**src/rtl/core/assert_macros.svh**
```systemverilog
// Assertion macros shared by the RTL of the loss accumulator.
// No dependencies; included by modules that carry assertions.
`ifndef ASSERT_MACROS_SVH
`define ASSERT_MACROS_SVH

// Property holds at every clock edge outside reset.
`define RLA_ASSERT(label, prop, msg) \
  label: assert property (@(posedge clk) disable iff (!rst_n) (prop)) else $error(msg);

// Antecedent in one cycle implies consequent in the next.
`define RLA_ASSERT_NEXT(label, ante, cons, msg) \
  label: assert property (@(posedge clk) disable iff (!rst_n) (ante) |=> (cons)) \
    else $error(msg);

`endif

```
**src/rtl/core/rla_pkg.sv**
```systemverilog
// Types and constants of the regression loss accumulator.
// No dependencies; imported by every module of the block but rla_div.
package rla_pkg;

  typedef enum logic [1:0] {
    KIND_ELEM   = 2'd0,
    KIND_CLEAR  = 2'd1,
    KIND_REPORT = 2'd2
  } kind_e;

  typedef enum logic [1:0] {
    OP_ELEM   = 2'd0,
    OP_CLEAR  = 2'd1,
    OP_REPORT = 2'd2,
    OP_NONE   = 2'd3
  } op_e;

  typedef enum logic [1:0] {
    MODE_L2    = 2'd0,
    MODE_L1    = 2'd1,
    MODE_HUBER = 2'd2
  } mode_e;

  localparam logic [1:0] CFG_LOSS_MODE   = 2'd0;
  localparam logic [1:0] CFG_HUBER_DELTA = 2'd1;
  localparam logic [1:0] CFG_TARGET_CLS  = 2'd2;
  localparam logic [1:0] CFG_FRAME_ROWS  = 2'd3;

  localparam int CFG_DATA_W = 23;
  localparam logic [63:0] SUM_MAX = 64'h7FFF_FFFF_FFFF_FFFF;
  localparam logic [22:0] DELTA_RESET = 23'd65536;

  typedef struct packed {
    logic [1:0]         kind;
    logic signed [23:0] model_output;
    logic signed [23:0] target_value;
    logic [9:0]         target_class;
  } in_t;

  typedef struct packed {
    logic signed [23:0] gradient;
    logic [62:0]        squared_mean;
    logic [62:0]        absolute_mean;
    logic [62:0]        huber_mean;
    logic [62:0]        selected_loss;
    logic [31:0]        frames_seen;
    logic               no_samples;
  } out_t;

  typedef struct packed {
    op_e                op;
    logic signed [23:0] model_output;
    logic signed [23:0] target_value;
    logic [9:0]         target_class;
  } q_item_t;

endpackage

```
**src/rtl/core/rla_queue.sv**
```systemverilog
// Two-entry queue that decouples the accepting front from the executing back.
// Depends on rla_pkg for the queued item type.
module rla_queue import rla_pkg::*; (
  input  logic    clk,
  input  logic    rst_n,
  input  logic    push,
  input  q_item_t push_data,
  output logic    full,
  input  logic    pop,
  output logic    avail,
  output q_item_t pop_data
);

  q_item_t    mem_r [2];
  logic       wr_ptr_r, rd_ptr_r;
  logic [1:0] cnt_r;

  assign full     = (cnt_r == 2'd2);
  assign avail    = (cnt_r != 2'd0);
  assign pop_data = mem_r[rd_ptr_r];

  always_ff @(posedge clk) begin
    if (push) begin
      mem_r[wr_ptr_r] <= push_data;
    end
  end

  always_ff @(posedge clk) begin
    if (!rst_n) begin
      wr_ptr_r <= 1'b0;
      rd_ptr_r <= 1'b0;
      cnt_r    <= 2'd0;
    end else begin
      if (push) wr_ptr_r <= ~wr_ptr_r;
      if (pop)  rd_ptr_r <= ~rd_ptr_r;
      cnt_r <= cnt_r + {1'b0, push} - {1'b0, pop};
    end
  end

endmodule

```
**src/rtl/core/rla_div.sv**
```systemverilog
// Iterative restoring divider, one quotient bit per cycle, 64 by 32 bits.
// No dependencies; used by the back end for report means.
module rla_div (
  input  logic        clk,
  input  logic        rst_n,
  input  logic        start,
  input  logic [63:0] dividend,
  input  logic [31:0] divisor,
  output logic        done,
  output logic [63:0] quotient
);

  logic [32:0] rem_r;
  logic [63:0] quo_r;
  logic [31:0] dvs_r;
  logic [6:0]  cnt_r;
  logic        done_r;
  logic [32:0] rem_sh, rem_sub;
  logic        bit_q;

  assign rem_sh   = {rem_r[31:0], quo_r[63]};
  assign rem_sub  = rem_sh - {1'b0, dvs_r};
  assign bit_q    = (rem_sh >= {1'b0, dvs_r});
  assign done     = done_r;
  assign quotient = quo_r;

  always_ff @(posedge clk) begin
    if (!rst_n) begin
      cnt_r  <= 7'd0;
      done_r <= 1'b0;
    end else begin
      done_r <= 1'b0;
      if (start) begin
        cnt_r <= 7'd64;
      end else if (cnt_r != 7'd0) begin
        cnt_r <= cnt_r - 7'd1;
        if (cnt_r == 7'd1) done_r <= 1'b1;
      end
    end
  end

  always_ff @(posedge clk) begin
    if (start) begin
      rem_r <= 33'd0;
      quo_r <= dividend;
      dvs_r <= divisor;
    end else if (cnt_r != 7'd0) begin
      rem_r <= bit_q ? rem_sub : rem_sh;
      quo_r <= {quo_r[62:0], bit_q};
    end
  end

endmodule

```
**src/rtl/core/rla_back.sv**
```systemverilog
// Back end: executes queued items, keeps the sums and the output register.
// Depends on rla_pkg, rla_div and assert_macros.svh.
`include "assert_macros.svh"
module rla_back import rla_pkg::*; #(
  parameter int MAX_ROWS = 1024
) (
  input  logic                  clk,
  input  logic                  rst_n,
  input  logic                  cfg_we,
  input  logic [1:0]            cfg_index,
  input  logic [CFG_DATA_W-1:0] cfg_data,
  input  logic                  q_avail,
  input  q_item_t               q_data,
  output logic                  q_pop,
  output logic                  out_valid,
  input  logic                  out_stall,
  output out_t                  out_data
);

  localparam int ROW_W = (MAX_ROWS > 1) ? $clog2(MAX_ROWS) : 1;
  localparam int CW_A  = $clog2(MAX_ROWS + 1) + 1;
  localparam int CW    = (CW_A > 12) ? CW_A : 12;
  localparam logic [CW-1:0] MAX_ROWS_C = CW'(MAX_ROWS);

  typedef enum logic [2:0] {
    S_IDLE, S_E1, S_E2, S_E3, S_DSTART, S_DWAIT, S_OUT
  } state_e;

  state_e             state_r;
  logic [1:0]         mode_r;
  logic [22:0]        delta_r;
  logic               cls_r;
  logic [10:0]        rows_r;
  logic [63:0]        sq_sum_r, ab_sum_r, hu_sum_r;
  logic [31:0]        frames_r;
  logic [ROW_W-1:0]   row_r;
  q_item_t            item_r;
  logic [23:0]        err_r;
  logic signed [23:0] grad_r;
  logic [47:0]        sq_prod_r, hu_prod_r;
  logic               hu_big_r;
  out_t               res_r, out_r;
  logic               out_valid_r;
  logic [1:0]         dsel_r;

  logic               hit;
  logic signed [24:0] t_val, diff, d_s, grad_w;
  logic [24:0]        err_w;
  logic [24:0]        two_err_m_d;
  logic [46:0]        sq_t, hu_t;
  logic [39:0]        ab_t;
  logic [63:0]        sq_add, ab_add, hu_add;
  logic [CW-1:0]      eff_rows, row_next;
  logic               wrap;
  logic [63:0]        div_dividend, div_q;
  logic               div_start, div_done;

  assign hit   = ({{(CW-10){1'b0}}, item_r.target_class} == {{(CW-ROW_W){1'b0}}, row_r});
  assign t_val = cls_r ? (hit ? 25'sd65536 : 25'sd0) : 25'(item_r.target_value);
  assign diff  = t_val - 25'(item_r.model_output);
  assign err_w = diff[24] ? 25'(-diff) : 25'(diff);
  assign d_s   = signed'({2'b00, delta_r});

  always_comb begin
    case (mode_r)
      MODE_L1: begin
        grad_w = (diff > 0) ? 25'sd65536 : ((diff < 0) ? -25'sd65536 : 25'sd0);
      end
      MODE_HUBER: begin
        grad_w = (diff > d_s) ? d_s : ((diff < -d_s) ? -d_s : diff);
      end
      default: begin
        grad_w = (diff > 25'sd8388607) ? 25'sd8388607 :
                 ((diff < -25'sd8388608) ? -25'sd8388608 : diff);
      end
    endcase
  end

  assign two_err_m_d = {err_r, 1'b0} - {2'b00, delta_r};
  assign sq_t   = sq_prod_r[47:1];
  assign hu_t   = hu_big_r ? hu_prod_r[47:1] : sq_t;
  assign ab_t   = {err_r, 16'd0};
  assign sq_add = sq_sum_r + {17'd0, sq_t};
  assign ab_add = ab_sum_r + {24'd0, ab_t};
  assign hu_add = hu_sum_r + {17'd0, hu_t};

  always_comb begin
    eff_rows = {{(CW-11){1'b0}}, rows_r};
    if (eff_rows == '0) eff_rows = CW'(1);
    if (eff_rows > MAX_ROWS_C) eff_rows = MAX_ROWS_C;
  end
  assign row_next = {{(CW-ROW_W){1'b0}}, row_r} + CW'(1);
  assign wrap     = (row_next >= eff_rows);

  always_comb begin
    case (dsel_r)
      2'd0:    div_dividend = sq_sum_r;
      2'd1:    div_dividend = ab_sum_r;
      default: div_dividend = hu_sum_r;
    endcase
  end
  assign div_start = (state_r == S_DSTART);

  rla_div u_div (
    .clk      (clk),
    .rst_n    (rst_n),
    .start    (div_start),
    .dividend (div_dividend),
    .divisor  (frames_r),
    .done     (div_done),
    .quotient (div_q)
  );

  assign q_pop     = (state_r == S_IDLE) && q_avail;
  assign out_valid = out_valid_r;
  assign out_data  = out_r;

  always_ff @(posedge clk) begin
    if (!rst_n) begin
      state_r     <= S_IDLE;
      mode_r      <= MODE_L2;
      delta_r     <= DELTA_RESET;
      cls_r       <= 1'b0;
      rows_r      <= 11'd1;
      sq_sum_r    <= '0;
      ab_sum_r    <= '0;
      hu_sum_r    <= '0;
      frames_r    <= '0;
      row_r       <= '0;
      out_valid_r <= 1'b0;
      dsel_r      <= 2'd0;
    end else begin
      if (cfg_we) begin
        case (cfg_index)
          CFG_LOSS_MODE:   mode_r  <= cfg_data[1:0];
          CFG_HUBER_DELTA: delta_r <= cfg_data[22:0];
          CFG_TARGET_CLS:  cls_r   <= cfg_data[0];
          CFG_FRAME_ROWS:  rows_r  <= cfg_data[10:0];
          default: ;
        endcase
      end
      if (out_valid_r && !out_stall && (state_r != S_OUT)) out_valid_r <= 1'b0;
      case (state_r)
        S_IDLE: begin
          if (q_avail) begin
            item_r <= q_data;
            res_r  <= {24'd0, 252'd0,
                       (q_data.op == OP_CLEAR) ? 32'd0 : frames_r,
                       (q_data.op == OP_REPORT) && (frames_r == '0)};
            case (q_data.op)
              OP_ELEM: state_r <= S_E1;
              OP_CLEAR: begin
                sq_sum_r <= '0;
                ab_sum_r <= '0;
                hu_sum_r <= '0;
                frames_r <= '0;
                row_r    <= '0;
                state_r  <= S_OUT;
              end
              OP_REPORT: begin
                dsel_r <= 2'd0;
                if (frames_r == '0) begin
                  state_r <= S_OUT;
                end else begin
                  state_r <= S_DSTART;
                end
              end
              default: state_r <= S_OUT;
            endcase
          end
        end
        S_E1: begin
          err_r   <= err_w[23:0];
          grad_r  <= grad_w[23:0];
          state_r <= S_E2;
        end
        S_E2: begin
          sq_prod_r <= err_r * err_r;
          hu_prod_r <= delta_r * two_err_m_d;
          hu_big_r  <= ({1'b0, err_r} > {2'b00, delta_r});
          state_r   <= S_E3;
        end
        S_E3: begin
          sq_sum_r <= sq_add[63] ? SUM_MAX : sq_add;
          ab_sum_r <= ab_add[63] ? SUM_MAX : ab_add;
          hu_sum_r <= hu_add[63] ? SUM_MAX : hu_add;
          res_r.gradient <= grad_r;
          if (wrap) begin
            row_r <= '0;
            if (frames_r != '1) begin
              frames_r <= frames_r + 32'd1;
              res_r.frames_seen <= frames_r + 32'd1;
            end
          end else begin
            row_r <= row_next[ROW_W-1:0];
          end
          state_r <= S_OUT;
        end
        S_DSTART: state_r <= S_DWAIT;
        S_DWAIT: begin
          if (div_done) begin
            case (dsel_r)
              2'd0: begin
                res_r.squared_mean <= div_q[62:0];
                if (mode_r != MODE_L1 && mode_r != MODE_HUBER)
                  res_r.selected_loss <= div_q[62:0];
              end
              2'd1: begin
                res_r.absolute_mean <= div_q[62:0];
                if (mode_r == MODE_L1) res_r.selected_loss <= div_q[62:0];
              end
              default: begin
                res_r.huber_mean <= div_q[62:0];
                if (mode_r == MODE_HUBER) res_r.selected_loss <= div_q[62:0];
              end
            endcase
            if (dsel_r == 2'd2) begin
              state_r <= S_OUT;
            end else begin
              dsel_r  <= dsel_r + 2'd1;
              state_r <= S_DSTART;
            end
          end
        end
        S_OUT: begin
          if (!out_valid_r || !out_stall) begin
            out_r       <= res_r;
            out_valid_r <= 1'b1;
            state_r     <= S_IDLE;
          end
        end
        default: state_r <= S_IDLE;
      endcase
    end
  end

  `RLA_ASSERT(a_sums_bounded, !sq_sum_r[63] && !ab_sum_r[63] && !hu_sum_r[63], "sum overflow")
  `RLA_ASSERT(a_nosamp_zero, !(out_valid_r && out_r.no_samples) || (out_r.selected_loss == '0), "no_samples with nonzero mean")
  `RLA_ASSERT_NEXT(a_out_load, (state_r == S_OUT) && (!out_valid_r || !out_stall), out_valid_r && (state_r == S_IDLE), "result not delivered")
  `RLA_ASSERT(a_row_range, {{(CW-ROW_W){1'b0}}, row_r} < MAX_ROWS_C, "row counter out of range")

endmodule

```
**src/rtl/core/regression_loss_accumulator.sv**
```systemverilog
// Top level of the regression loss accumulator: front decode and queue feed
// the back end. Depends on rla_pkg, rla_queue and rla_back.
//
// Usage: items enter on in_valid/in_stall/in_data and results leave on
// out_valid/out_stall/out_data, one result per item, in order. An item is
// taken at a clock edge with valid high and stall low. Element items carry an
// output and a target and return a gradient while adding to three loss sums;
// clear items zero the statistics; report items return the means.
// An element item passes from the queue through three execution stages to
// the output register. A report runs three 64-step divisions in one shared
// divider.
// Items are executed one at a time. The two-entry queue keeps accepting while
// the back end works or while a result waits under out_stall; in_stall rises
// when the queue is full. Configuration is written by the user only while
// idle, on cfg_we/cfg_index/cfg_data; the block does not enforce this.
// Synchronous active-low reset clears the sums, counters, queue and config.
module regression_loss_accumulator import rla_pkg::*; #(
  parameter int MAX_ROWS = 1024
) (
  input  logic                  clk,
  input  logic                  rst_n,
  input  logic                  in_valid,
  output logic                  in_stall,
  input  in_t                   in_data,
  output logic                  out_valid,
  input  logic                  out_stall,
  output out_t                  out_data,
  input  logic                  cfg_we,
  input  logic [1:0]            cfg_index,
  input  logic [CFG_DATA_W-1:0] cfg_data
);

  q_item_t q_in, q_out;
  logic    q_full, q_avail, q_pop, q_push;

  always_comb begin
    q_in.model_output = in_data.model_output;
    q_in.target_value = in_data.target_value;
    q_in.target_class = in_data.target_class;
    case (in_data.kind)
      KIND_ELEM:   q_in.op = OP_ELEM;
      KIND_CLEAR:  q_in.op = OP_CLEAR;
      KIND_REPORT: q_in.op = OP_REPORT;
      default:     q_in.op = OP_NONE;
    endcase
  end

  assign in_stall = q_full;
  assign q_push   = in_valid && !q_full;

  rla_queue u_queue (
    .clk       (clk),
    .rst_n     (rst_n),
    .push      (q_push),
    .push_data (q_in),
    .full      (q_full),
    .pop       (q_pop),
    .avail     (q_avail),
    .pop_data  (q_out)
  );

  rla_back #(.MAX_ROWS(MAX_ROWS)) u_back (
    .clk       (clk),
    .rst_n     (rst_n),
    .cfg_we    (cfg_we),
    .cfg_index (cfg_index),
    .cfg_data  (cfg_data),
    .q_avail   (q_avail),
    .q_data    (q_out),
    .q_pop     (q_pop),
    .out_valid (out_valid),
    .out_stall (out_stall),
    .out_data  (out_data)
  );

endmodule

```
**config.mk**
```make
export PLATFORM = sky130hd
export DESIGN_NAME = regression_loss_accumulator
export DESIGN_NICKNAME = d
export VERILOG_FILES = /design/src/rtl/core/rla_pkg.sv /design/src/rtl/core/rla_queue.sv /design/src/rtl/core/rla_div.sv /design/src/rtl/core/rla_back.sv /design/src/rtl/core/regression_loss_accumulator.sv
export VERILOG_INCLUDE_DIRS = /design/src /design/src/rtl/core
export SDC_FILE = /design/constraint.sdc
export NUM_CORES = 2
export LEC_CHECK = 0
export BUFFER_PORTS_ARGS = -buffer_cell sky130_fd_sc_hd__buf_4
export CAP_MARGIN = 0
export CORE_UTILIZATION = 66
export DETAILED_ROUTE_END_ITERATION = 6
export PLACE_DENSITY_LB_ADDON = 0.1
export RECOVER_POWER = 50
export SLEW_MARGIN = 20
export SYNTH_ARGS = -nofsm -noshare
export SYNTH_HDL_FRONTEND = slang
export SYNTH_HIERARCHICAL = 1
export SYNTH_SLANG_ARGS = --single-unit
export TNS_END_PERCENT = 10
```
**constraint.sdc**
```tcl
create_clock -name clk -period 32.5 [get_ports clk]
set_input_delay 3.25 -clock clk [delete_from_list [all_inputs] [get_ports clk]]
set_output_delay 3.25 -clock clk [all_outputs]
set_load 0.1 [all_outputs]
```
==> results.cfg <==
[sta]
setup-tns-final_ns = 0
fin_crit_sh_pct = 33.4
hold_ws_ns = 0.366
finalClockSkew_ns = 0.0561
drv_slew = 696
worst_pin_slew_ns = 3.58
max_freq_ghz = 0.0921
setup_slack_ns = 21.64
fin_crit_ns = 10.86
finalHoldViolations = 0
rsz0062_at_grt = false
setup_viol = 0
worst_slew_margin_rel_pct = -139

[grt]
antenna_found_initial = 19
use_met2_pct = 57.5
grtUsageTotal_pct = 37.2
grt_pass1_wl_mm = 417
grt_max_degree = 168
use_met3_pct = 8.25
met1_usage_pct = 49.9
grt.overflow.total = 0
first_global_vias = 70600
grt.busiest_layer = met2

[worst_setup_path]
crit_path_max_fanout = 23
required_ns = 33.00
crit_path_end_kind = flop
cp_common_cell = fa_1
critPathMaxStageDelay_ns = 0.64
slowest_stage = edfxtp_1
cp.arrival_ns = 11.36
path_class = reg2reg
setup.worst_path.start_class = flop

[clock_network]
clock_path_buffers = 3
cts_tree = done
cts_buffers = 137
postCtsHoldBufs = 0
clock-root-buffer = clkbuf_16
cts.sinks = 1338
clkTransAtPathRegs_ns = 0.06
cts_max_level = 4
insertion_delay_ns = 0.81
post_cts_resized = 0
cts_setup_buffers = 0

[cells_and_area]
drive_gt1_share_pct = 9.23
mostFrequentLayoutCells = inv_1, edfxtp_1, nand2_1
syn2layout_area_growth_pct = 9.51
n_fill_cell = 10300
final_nets = 11100
final_util_pct = 73.1
layout_commonest_cell = inv_1

[routing]
dr.pass1.iters = 6
final_antenna_net_count = 0
via_per_inst = 6.17
drtIter0Drc = 6726
routed_wirelength_mm = 277
drc = 0
wire_per_inst_um = 24.2
vias = 70800

[synth]
async_flop_share_pct = 0
syn_avg_cell_area_sq_um = 10.7
synth-seq-cells = 1338
synth-edff-count = 1034
ys_warn_count = 6
yosysUniqueCellTypes = 108
synthCells = 9143
syn_nets = 10800
yosysSeqAreaShare_pct = 38.1
synth_area_leaders = edfxtp_1, fa_1, ha_1
synth_flop_cell = edfxtp_1
yosysTopAreaCellShare_pct = 31.9
synth_area_sq_um = 97500
yosys.area.top_type = edfxtp_1

[die]
core-area_sq_um = 146000
initial_core_util_pct = 66.7
die_w_um = 386
row_count = 140
fp.dieH_um = 386
die-area_sq_um = 149000
ios = 401

[placed_design]
portBuffers = 400
hpwlAfterDp_mm = 203
gp_congestion = 0.967
pre_cts_ws_ns = 21.86

[worst_hold_path]
min_path_type = reg2reg

[outcome]
violations = max-capacitance violations, max-slew violations
status = finished with violations

[job]
maxCapViolations = 14
layout make-up:
cell class | instances | area [sq um] | share of cell area [%]
inverters | 1227 | 4610 | 4.32
clock inverters | 86 | 1130 | 1.06
multi-input cells | 6173 | 54100 | 50.7
clock buffers | 168 | 3620 | 3.40
well taps | 1917 | 2400 | 2.25
repair buffers | 539 | 3730 | 3.50
diodes | 12 | 30.0 | 0.0281
flip-flops and latches | 1338 | 37100 | 34.8
synth_stat cells, types with 28 or more instances:
cell type	count
inv_1	1215
edfxtp_1	1034
nand2_1	1015
fa_1	906
ha_1	646
a21oi_1	457
and2_1	436
clkbuf_1	359
nor2_1	352
o21ai_0	350
dfxtp_1	304
a21o_1	227
xnor2_1	209
nand3_1	127
xor2_1	125
mux2_2	111
nor3_1	94
nor2b_1	89
and3_1	85
a22oi_1	64
a31oi_1	60
mux2_4	60
nand4_1	55
nand2b_1	52
o21a_1	47
mux2i_1	43
a211oi_1	42
o31ai_1	39
o211ai_1	34
a22o_1	30
a221o_1	29
o21bai_1	29
or3_1	28
logic make-up after synthesis:
| logic type | synth area share (%) |
|---|---|
| buf+inv | 6.46 |
| compound gates | 10.6 |
| other cells | 0.00385 |
| flops | 38.1 |
| simple gates | 12.2 |
| xor+xnor | 3.02 |
| fa+ha+maj | 26.9 |
| mux | 2.65 |
state kept, by name, summed over array words and instances, names as in the netlist, 3 cells and up, named ones only:
signal                 count
u_back/ab_sum_r           48
u_back/delta_r            23
u_back/err_r              24
u_back/frames_r           32
u_back/grad_r             24
u_back/hu_prod_r          47
u_back/hu_sum_r           63
u_back/item_r             58
u_back/out_data          309
u_back/res_r             309
u_back/row_r              10
u_back/rows_r             11
u_back/sq_prod_r          46
u_back/sq_sum_r           63
u_back/state_r             3
u_back/u_div/cnt_r         7
u_back/u_div/dvs_r        32
u_back/u_div/quotient     64
u_back/u_div/rem_r        32
u_queue/mem_r            120
per-stage QoR:
stage / instances / cell area [sq um]
2_1_floorplan: 9143 / 97500
3_3_place_gp: 11200 / 103000
3_5_place_dp: 11200 / 103000
4_1_cts: 11400 / 107000
5_1_grt: 11500 / 107000
6_report: 11500 / 107000
critical path: cells and delay by family, from the launching register on:
kind,cells,cell delay (ns)
and+or+nand+nor,4,0.73
DFF,1,0.64
xor gates and xnor gates,2,0.28
adders and majority gates,9,4.51
AOI/OAI and AO/OA,14,3.50
buffers and inverters,5,0.91
worst paths after layout:
| kind | startpoint | to | slack (ns) | cells past startpoint |
|---|---|---|---|---|
| worst max-delay path | u_back/err_r[0] | u_back/hu_prod_r[47] | 21.64 | 34 |
| worst min-delay path | u_back/res_r[295] | u_back/out_data[295] | 0.37 | 0 |
| worst max register to register | u_back/err_r[0] | u_back/hu_prod_r[47] | 21.64 | 34 |
| worst min register to register | u_back/res_r[295] | u_back/out_data[295] | 0.37 | 0 |
layer usage:
layer  up-vias  share of wire (%)
met5         -              0.013
met4         6                5.4
met3       661                 10
met2      3740                 45
met1     34900                 39
li1      31500                  -
Power is not shown: default switching activity piles up to over one toggle a cycle in this logic, so the estimate is an artifact.
